### config.mk
export PLATFORM = sky130hd
export DESIGN_NAME = pll_serial_frame_loader
export DESIGN_NICKNAME = d
export VERILOG_FILES = /design/src/sv/sfl_pkg.sv /design/src/sv/sfl_ctrl.sv /design/src/sv/sfl_dp.sv /design/src/sv/pll_serial_frame_loader.sv
export SDC_FILE = /design/constraint.sdc
export NUM_CORES = 1
export LEC_CHECK = 0
export ABC_AREA = 1
export BUFFER_PORTS_ARGS = -buffer_cell sky130_fd_sc_hd__buf_2
export CAP_MARGIN = 20
export CORE_MARGIN = 2
export CORE_UTILIZATION = 42
export DETAILED_ROUTE_END_ITERATION = 16
export HOLD_SLACK_MARGIN = 0.06
export PLACE_DENSITY = 0.75
export SLEW_MARGIN = 20
export SYNTH_ARGS = -nofsm -noshare
export SYNTH_HDL_FRONTEND = slang
export SYNTH_SLANG_ARGS = --single-unit
### constraint.sdc
create_clock -name clk -period 3.3 [get_ports clk]
set_clock_uncertainty 0.1 [all_clocks]
set_input_delay 0 -clock clk [delete_from_list [all_inputs] [get_ports clk]]
set_output_delay 0 -clock clk [all_outputs]
set_load 0.03 [all_outputs]
### src/sv/sfl_pkg.sv
`timescale 1ns / 1ps
// ----------------------------------------------------------------------------
// sfl_pkg: shared types and constants of the serial frame loader
// Frame kinds, the controller states and the command and status bundles
// that pass between the controller and the datapath.
// ----------------------------------------------------------------------------
package sfl_pkg;

	// frame kinds carried in the operation field
	localparam logic [1:0] OP_OPTION    = 2'd0;
	localparam logic [1:0] OP_REFERENCE = 2'd1;
	localparam logic [1:0] OP_PROGRAM   = 2'd2;

	// highest radio code that is served
	localparam logic [1:0] RADIO_LAST = 2'd2;

	// option register
	localparam int          OPTION_BITS  = 11;
	localparam logic [10:0] OPTION_RESET = 11'd1048;

	// decimal digit fields of a program request
	localparam int DIGIT_FIELDS = 5;
	localparam int DIGIT_W      = 4;
	localparam int DIG_CNT_W    = 3;
	// 5 digits of up to 15 each stay below 2^18
	localparam int ACC_W        = 18;

	// register map
	localparam logic REG_OPTION = 1'b0;

	typedef enum logic [1:0] {
		ST_IDLE,
		ST_CONV,
		ST_SEND,
		ST_STROBE
	} state_t;

	typedef struct packed {
		logic load;        // capture a new request
		logic conv;        // one decimal digit step
		logic load_prog;   // move the converted value into the shifter
		logic emit_bit;    // put the next data bit in the output register
		logic emit_strobe; // put the strobe in the output register
	} sfl_cmd_t;

	typedef struct packed {
		logic out_free;    // output register can take a result
		logic bits_last;   // shifter holds its last bit
		logic digits_last; // conversion is on its last digit
	} sfl_sts_t;

endpackage

### src/sv/sfl_ctrl.sv
`timescale 1ns / 1ps
// ----------------------------------------------------------------------------
// sfl_ctrl: frame sequencer
// Takes a request, steps the digit conversion for program frames, then
// sends the data bits and the closing strobe one result at a time.
// ----------------------------------------------------------------------------
module sfl_ctrl import sfl_pkg::*; (
	input  logic       clk,
	input  logic       arst_n,
	input  logic       in_valid,
	output logic       in_ready,
	input  logic [1:0] operation,
	input  logic [1:0] radio_select,
	input  sfl_sts_t   sts,
	output sfl_cmd_t   cmd
);

	state_t state_q;
	state_t state_d;
	logic   req_ok;

	// state register
	always_ff @(posedge clk or negedge arst_n) begin
		if (!arst_n) begin
			state_q <= ST_IDLE;
		end else begin
			state_q <= state_d;
		end
	end

	// unknown kinds and radios are dropped without results
	assign req_ok = (operation == OP_OPTION || operation == OP_REFERENCE ||
		operation == OP_PROGRAM) && (radio_select <= RADIO_LAST);

	// next state and commands
	always_comb begin
		state_d  = state_q;
		cmd      = '0;
		in_ready = 1'b0;
		case (state_q)
			ST_IDLE: begin
				in_ready = 1'b1;
				if (in_valid && req_ok) begin
					cmd.load = 1'b1;
					state_d  = (operation == OP_PROGRAM) ? ST_CONV : ST_SEND;
				end
			end
			ST_CONV: begin
				cmd.conv = 1'b1;
				if (sts.digits_last) begin
					cmd.load_prog = 1'b1;
					state_d       = ST_SEND;
				end
			end
			ST_SEND: begin
				if (sts.out_free) begin
					cmd.emit_bit = 1'b1;
					if (sts.bits_last) begin
						state_d = ST_STROBE;
					end
				end
			end
			ST_STROBE: begin
				if (sts.out_free) begin
					cmd.emit_strobe = 1'b1;
					state_d         = ST_IDLE;
				end
			end
			default: begin
				state_d = ST_IDLE;
			end
		endcase
	end

`ifndef SYNTH
	a_emit_free: assert property (@(posedge clk) disable iff (!arst_n)
		(cmd.emit_bit || cmd.emit_strobe) |-> sts.out_free)
		else $error("result issued while output register full");
	a_emit_one: assert property (@(posedge clk) disable iff (!arst_n)
		!(cmd.emit_bit && cmd.emit_strobe))
		else $error("data bit and strobe issued together");
	a_strobe_follows: assert property (@(posedge clk) disable iff (!arst_n)
		(cmd.emit_bit && sts.bits_last) |=> (state_q == ST_STROBE))
		else $error("last data bit not followed by strobe");
	a_prog_load: assert property (@(posedge clk) disable iff (!arst_n)
		cmd.load_prog |-> (cmd.conv && sts.digits_last))
		else $error("program value loaded before conversion finished");
`endif

endmodule

### src/sv/sfl_dp.sv
`timescale 1ns / 1ps
// ----------------------------------------------------------------------------
// sfl_dp: frame datapath
// Decimal to binary accumulator, frame shifter with bit counter and the
// output register that holds one result until it is taken.
// ----------------------------------------------------------------------------
module sfl_dp import sfl_pkg::*; #(
	parameter int PROGRAM_BITS   = 17,
	parameter int REFERENCE_BITS = 12,
	parameter int PROGRAM_DIGITS = 5
) (
	input  logic                   clk,
	input  logic                   arst_n,
	input  sfl_cmd_t               cmd,
	output sfl_sts_t               sts,
	input  logic [OPTION_BITS-1:0] option_word,
	input  logic [1:0]             operation,
	input  logic [1:0]             radio_select,
	input  logic [11:0]            reference_divider,
	input  logic [DIGIT_W-1:0]     digit_ten_thousands,
	input  logic [DIGIT_W-1:0]     digit_thousands,
	input  logic [DIGIT_W-1:0]     digit_hundreds,
	input  logic [DIGIT_W-1:0]     digit_tens,
	input  logic [DIGIT_W-1:0]     digit_units,
	output logic                   out_valid,
	input  logic                   out_ready,
	output logic [1:0]             target_radio,
	output logic                   data_bit,
	output logic                   strobe_last
);

	localparam int USED_DIGITS = (PROGRAM_DIGITS < DIGIT_FIELDS) ? PROGRAM_DIGITS
		: DIGIT_FIELDS;
	localparam int MAX_A    = (PROGRAM_BITS > REFERENCE_BITS) ? PROGRAM_BITS
		: REFERENCE_BITS;
	localparam int MAX_BITS = (MAX_A > OPTION_BITS) ? MAX_A : OPTION_BITS;
	localparam int SH_W     = MAX_BITS + 2;
	localparam int CNT_W    = $clog2(SH_W + 1);
	localparam int DIGS_W   = DIGIT_FIELDS * DIGIT_W;

	localparam logic [CNT_W-1:0] CNT_OPT  = CNT_W'(OPTION_BITS + 2);
	localparam logic [CNT_W-1:0] CNT_REF  = CNT_W'(REFERENCE_BITS + 2);
	localparam logic [CNT_W-1:0] CNT_PROG = CNT_W'(PROGRAM_BITS + 2);
	localparam logic [CNT_W-1:0] CNT_ONE  = CNT_W'(1);
	localparam logic [DIG_CNT_W-1:0] DIG_LAST = DIG_CNT_W'(USED_DIGITS - 1);

	localparam logic [SH_W-1:0] MASK_REF  = {SH_W{1'b1}} >> (SH_W - REFERENCE_BITS);
	localparam logic [SH_W-1:0] MASK_PROG = {SH_W{1'b1}} >> (SH_W - PROGRAM_BITS);
	// group codes in send order: reference 1,1 and program 1,0; option 0,0
	localparam logic [SH_W-1:0] TAIL_REF  = SH_W'(2'b11) << REFERENCE_BITS;
	localparam logic [SH_W-1:0] TAIL_PROG = SH_W'(2'b01) << PROGRAM_BITS;

	logic [SH_W-1:0]      sh_q;
	logic [CNT_W-1:0]     cnt_q;
	logic [ACC_W-1:0]     acc_q;
	logic [ACC_W-1:0]     acc_next;
	logic [DIGS_W-1:0]    digits_q;
	logic [DIG_CNT_W-1:0] dig_q;
	logic [1:0]           radio_q;
	logic                 out_valid_q;
	logic [1:0]           out_radio_q;
	logic                 out_data_q;
	logic                 out_strobe_q;
	logic [SH_W-1:0]      sh_load;

	// one decimal step: acc * 10 + next digit
	assign acc_next = ACC_W'({acc_q, 3'b000}) + ACC_W'({acc_q, 1'b0})
		+ ACC_W'(digits_q[DIGS_W-1 -: DIGIT_W]);

	// initial shifter contents for option and reference frames
	always_comb begin
		if (operation == OP_REFERENCE) begin
			sh_load = (SH_W'(reference_divider) & MASK_REF) | TAIL_REF;
		end else begin
			sh_load = SH_W'(option_word);
		end
	end

	// request capture, conversion and shifting
	always_ff @(posedge clk) begin
		if (cmd.load) begin
			radio_q  <= radio_select;
			acc_q    <= '0;
			dig_q    <= '0;
			digits_q <= {digit_ten_thousands, digit_thousands, digit_hundreds,
				digit_tens, digit_units};
			sh_q     <= sh_load;
			cnt_q    <= (operation == OP_REFERENCE) ? CNT_REF : CNT_OPT;
		end else if (cmd.conv) begin
			acc_q    <= acc_next;
			dig_q    <= dig_q + DIG_CNT_W'(1);
			digits_q <= digits_q << DIGIT_W;
			if (cmd.load_prog) begin
				sh_q  <= (SH_W'(acc_next) & MASK_PROG) | TAIL_PROG;
				cnt_q <= CNT_PROG;
			end
		end else if (cmd.emit_bit) begin
			sh_q  <= sh_q >> 1;
			cnt_q <= cnt_q - CNT_ONE;
		end
	end

	// output register valid
	always_ff @(posedge clk or negedge arst_n) begin
		if (!arst_n) begin
			out_valid_q <= 1'b0;
		end else if (cmd.emit_bit || cmd.emit_strobe) begin
			out_valid_q <= 1'b1;
		end else if (out_ready) begin
			out_valid_q <= 1'b0;
		end
	end

	// output register payload
	always_ff @(posedge clk) begin
		if (cmd.emit_bit || cmd.emit_strobe) begin
			out_radio_q  <= radio_q;
			out_data_q   <= cmd.emit_bit & sh_q[0];
			out_strobe_q <= cmd.emit_strobe;
		end
	end

	assign sts.out_free    = !out_valid_q || out_ready;
	assign sts.bits_last   = (cnt_q == CNT_ONE);
	assign sts.digits_last = (dig_q == DIG_LAST);

	assign out_valid    = out_valid_q;
	assign target_radio = out_radio_q;
	assign data_bit     = out_data_q;
	assign strobe_last  = out_strobe_q;

endmodule

### src/sv/pll_serial_frame_loader.sv
`timescale 1ns / 1ps
// ----------------------------------------------------------------------------
// pll_serial_frame_loader: three-wire frame loader for radio PLL synthesizers
// Turns one request into a run of clocked data bits and a closing strobe.
// ----------------------------------------------------------------------------
// Usage:
//  - request channel (in_valid/in_ready) takes one frame request at a time:
//    kind, target radio, reference divider and five decimal digits.
//    Requests with an unknown kind or radio are taken and dropped.
//  - result channel (out_valid/out_ready) gives one result per bit:
//    radio, data level, and a strobe flag set only on the last result.
//  - option frame: 11 option bits then 0,0; reference frame: divider then
//    1,1; program frame: digits as binary then 1,0; each closes with strobe.
//  - a program request runs PROGRAM_DIGITS digits (at most 5) through the
//    decimal-to-binary accumulator, one digit per cycle, before sending.
//  - the first result is valid once the sequencer state and then the output
//    register have been loaded; a program request converts its digits first.
//  - results then leave at one per cycle while out_ready is high.
//  - a new request is taken once the strobe sits in the output register.
//  - a stalled receiver holds the current result; the sequencer waits.
//  - reset empties the output register and reloads option_word with 1048.
//  - APB: option_word at address 0, written in the access phase.
// ----------------------------------------------------------------------------
module pll_serial_frame_loader import sfl_pkg::*; #(
	parameter int PROGRAM_BITS   = 17,
	parameter int REFERENCE_BITS = 12,
	parameter int PROGRAM_DIGITS = 5
) (
	input  logic               clk,
	input  logic               arst_n,
	// configuration port
	input  logic               psel,
	input  logic               penable,
	input  logic               pwrite,
	input  logic [2:0]         paddr,
	input  logic [31:0]        pwdata,
	output logic [31:0]        prdata,
	output logic               pready,
	// request channel
	input  logic               in_valid,
	output logic               in_ready,
	input  logic [1:0]         operation,
	input  logic [1:0]         radio_select,
	input  logic [11:0]        reference_divider,
	input  logic [DIGIT_W-1:0] digit_ten_thousands,
	input  logic [DIGIT_W-1:0] digit_thousands,
	input  logic [DIGIT_W-1:0] digit_hundreds,
	input  logic [DIGIT_W-1:0] digit_tens,
	input  logic [DIGIT_W-1:0] digit_units,
	// result channel
	output logic               out_valid,
	input  logic               out_ready,
	output logic [1:0]         target_radio,
	output logic               data_bit,
	output logic               strobe_last
);

	logic [OPTION_BITS-1:0] option_q;
	logic                   cfg_wr;
	sfl_cmd_t               cmd;
	sfl_sts_t               sts;

	// option register write
	assign pready = 1'b1;
	assign cfg_wr = psel && penable && pwrite && (paddr[2] == REG_OPTION);

	always_ff @(posedge clk or negedge arst_n) begin
		if (!arst_n) begin
			option_q <= OPTION_RESET;
		end else if (cfg_wr) begin
			option_q <= pwdata[OPTION_BITS-1:0];
		end
	end

	// register read
	assign prdata = (paddr[2] == REG_OPTION) ? 32'(option_q) : 32'd0;

	// sequencer
	sfl_ctrl u_ctrl (
		.clk          (clk),
		.arst_n       (arst_n),
		.in_valid     (in_valid),
		.in_ready     (in_ready),
		.operation    (operation),
		.radio_select (radio_select),
		.sts          (sts),
		.cmd          (cmd)
	);

	// datapath
	sfl_dp #(
		.PROGRAM_BITS   (PROGRAM_BITS),
		.REFERENCE_BITS (REFERENCE_BITS),
		.PROGRAM_DIGITS (PROGRAM_DIGITS)
	) u_dp (
		.clk                 (clk),
		.arst_n              (arst_n),
		.cmd                 (cmd),
		.sts                 (sts),
		.option_word         (option_q),
		.operation           (operation),
		.radio_select        (radio_select),
		.reference_divider   (reference_divider),
		.digit_ten_thousands (digit_ten_thousands),
		.digit_thousands     (digit_thousands),
		.digit_hundreds      (digit_hundreds),
		.digit_tens          (digit_tens),
		.digit_units         (digit_units),
		.out_valid           (out_valid),
		.out_ready           (out_ready),
		.target_radio        (target_radio),
		.data_bit            (data_bit),
		.strobe_last         (strobe_last)
	);

endmodule
==> reports/summary.txt <==
crit path DAT: 2.46 ns
synthesized area: 0.004868 mm²
die area: 0.01247 mm²
Seq/Total Area, Yosys: 0.4531
Worst Tran Pin Value: 0.8352 ns
Startpoint Class: register
unrepaired setup endpoints after global routing: false
post-synth top area share: 0.3022
GRT Residual Overflow: 0
Sink Count: 82
initial drt markers: 268
DP Wirelength: 7176 µm
fraction of layout cells with a size suffix above 1: 0.1452
vias: 4068
Crit-path slowest cell: fa_1
Tmin final: 2.478 ns
crit-path max FO: 3
pwr/cell area: 805.4 mW/mm²
R2R depth: 11
Core ar.: 0.01137 mm²
CP bufs+invs: 2
Final #Nets: 841
worst rel slew slack: 0.4415
commonest non-fill, non-tap cell in the layout: nand2_1
Core Rows: 39
register area: 0.002206 mm²
TritonRoute pass-1 iters: 5
status: finished clean
f_max: 403.6 MHz
routability cong.: 0.8851
Critical Path RT: 3.28 ns
Die H: 111.7 µm
largest net degree at the start of global routing: 29
max-cap check violation count: 0
critical path's most frequent cell: nand3_1
Area contributors post-synth: edfxtp_1, nand2_1, ha_1
I/O Buffers: 71
post-synthesis cell count: 606
clk_lat worst skew: 0.34 ns
Final period util: 0.7509
final setup fails: 0
Top Ports: 117
peak supply drop: 0.7189 mV
CP peak stage delay: 0.59 ns
number of synthesized register bits: 82
initial antenna violation count: 0
Root Driver: clkbuf_16
first-pass GRT wire length: 17580 µm
Setup TNS: 0 ns
hold crit path type: primary input to async pin
post-route ant nets: 0
Yosys warnings: 0
post_cts resized: 0
Die X: 111.7 µm
ANT cells: 0
CP cell instances: inv_1 > fa_1 > inv_1 > ha_1 > nand3_1 > nand3_1 > nand2_1 > nand2_1 > or2_2 > nand3_1 > nand3_1
Critical Path Stages: 11
fill count: 1027
Initial Util: 0.4282
Avg Cell Area, Syn: 8.034 µm²
GRT Util Overall: 0.1745
CTS tree: done
final wirelength: 10660 µm
Hold Fails Final Rpt: 0
Vias/cell: 4.660
Top delay family on crit path: adder cells
leak pwr: 3.213 nW
CTS H-tree depth: 3
critical path endpoint category: register
Area Growth Syn to Fin: 25.03%
Final Slew Violations: 0
Multi-input gate area: 0.002173 mm²
Worst-path clk slew: 0.06 ns
cts bufs inserted: 9
Final WS setup: 0.8220 ns
Worst Setup Path Type: register to register
vias in the first global route: 3933
most frequent cells in the layout: nand2_1, inv_1, buf_2
drt drc: 0
Unique masters post-synth: 37
post-synth top area cell: edfxtp_1
Setup WS pre-CTS: 0.8228 ns
Max clock buf depth: 2
routed wire length per instance: 12.21 µm
==> state kept, by name (all words and copies together) (netlist names) <==
register,count
u_dp.digits_q,20
u_dp.dig_q,3
u_dp.sh_q,18
u_dp.out_valid,1
u_dp.cnt_q,5
u_dp.target_radio,2
u_dp.data_bit,1
u_ctrl.state_q,2
u_dp.radio_q,2
option_q,11
u_dp.strobe_last,1
u_dp.acc_q,16
==> cell usage after synthesis (all sizes together) <==
master and number:
and3 1, o2111ai 6, nand4 4, and2 1
xnor2 1, a22oi 1, edfxtp 49, nand3b 1
dfrtp 11, conb 2, a31oi 1, or2 3
dfxtp 19, nor2 49, nand2 213, buf 33
o21bai 1, inv 89, nor4 1, nor3 2
nand3 26, o21ai 10, ha 36, clkbuf 3
xor2 5, a21oi 30, fa 2, o31ai 1
o211ai 1, a21boi 1, dfstp 3
==> report_power, final <==
| group | internal [W] | switching (W) | total (W) |
|---|---|---|---|
| clock network | 0.000661 | 0.000405 | 0.00107 |
| registers | 0.00166 | 0.000180 | 0.00184 |
| logic | 0.000705 | 0.00129 | 0.00200 |
| total | 0.00302 | 0.00188 | 0.00490 |
==> cell type report <==
class / count / share of cell area
tap: 143 / 0.02939
clock inverter: 7 / 0.01501
multi-input combinational: 419 / 0.3570
timing repair buffer: 124 / 0.1443
clock buffer: 9 / 0.03700
sequential: 82 / 0.3624
inverter: 89 / 0.05488
==> final timing paths <==
| kind | start | to | slack [ns] |
|---|---|---|---|
| worst max register to register | u_dp.digits_q[19]$_DFFE_PP_ | u_dp.sh_q[9]$_DFFE_PP_ | 0.82 |
| worst min-delay path | arst_n | option_q[3]$_DFFE_PN1P_ | 0.09 |
| worst max-delay path | u_dp.digits_q[19]$_DFFE_PP_ | u_dp.sh_q[9]$_DFFE_PP_ | 0.82 |
| max in group asynchronous | arst_n | u_ctrl.state_q[0]$_DFFE_PN0P_ | 2.03 |
| min in group clk | operation[1] | u_ctrl.state_q[1]$_DFFE_PN0P_ | 0.12 |
| worst min register to register | u_dp.radio_q[0]$_DFFE_PP_ | u_dp.target_radio[0]$_DFFE_PP_ | 0.33 |
==> what timing repair did <==
action | in CTS | in global routing
hold buffers | 50 | 0
endpoints found under the hold margin | 64 | 0
setup buffers | 0 | 0
==> cell families (layout without fill, tap and decap cells) <==
kind of cell / Yosys count / in the layout / synth area share
flops: 82 / 82 / 0.4531
other cells: 2 / 22 / 0.001543
buf+inv: 125 / 229 / 0.1182
simple gates: 301 / 301 / 0.2537
fa+ha+maj: 38 / 38 / 0.1007
compound gates: 52 / 52 / 0.06194
xor+xnor: 6 / 6 / 0.01079
==> metrics by stage <==
step / area, µm² / power, W / util / hold slack, ns / cells
detailed placement: 5270 / 0.003796 / 0.4635 / -0.1817 / 807
CTS: 6087 / 0.004932 / 0.5354 / 0.07630 / 873
floorplan: 4943 / 0.003330 / - / -0.3956 / 626
global route: 6087 / 0.005281 / 0.5354 / 0.08118 / 873
global placement: 5263 / 0.003731 / 0.4629 / -0.1854 / 807
finish: 6087 / 0.004903 / 0.5354 / 0.08775 / 873
==> layer usage <==
layer / wire (µm) / vias up / global-route usage
li1: - / 2114 / -
met1: 4790 / 1847 / 0.2119
met2: 5332 / 91 / 0.3095
met3: 382 / 16 / 0.03756
met4: 155 / 0 / 0.05514
met5: 0 / - / 0
No activity file was read; power rests on OpenSTA's default activity.
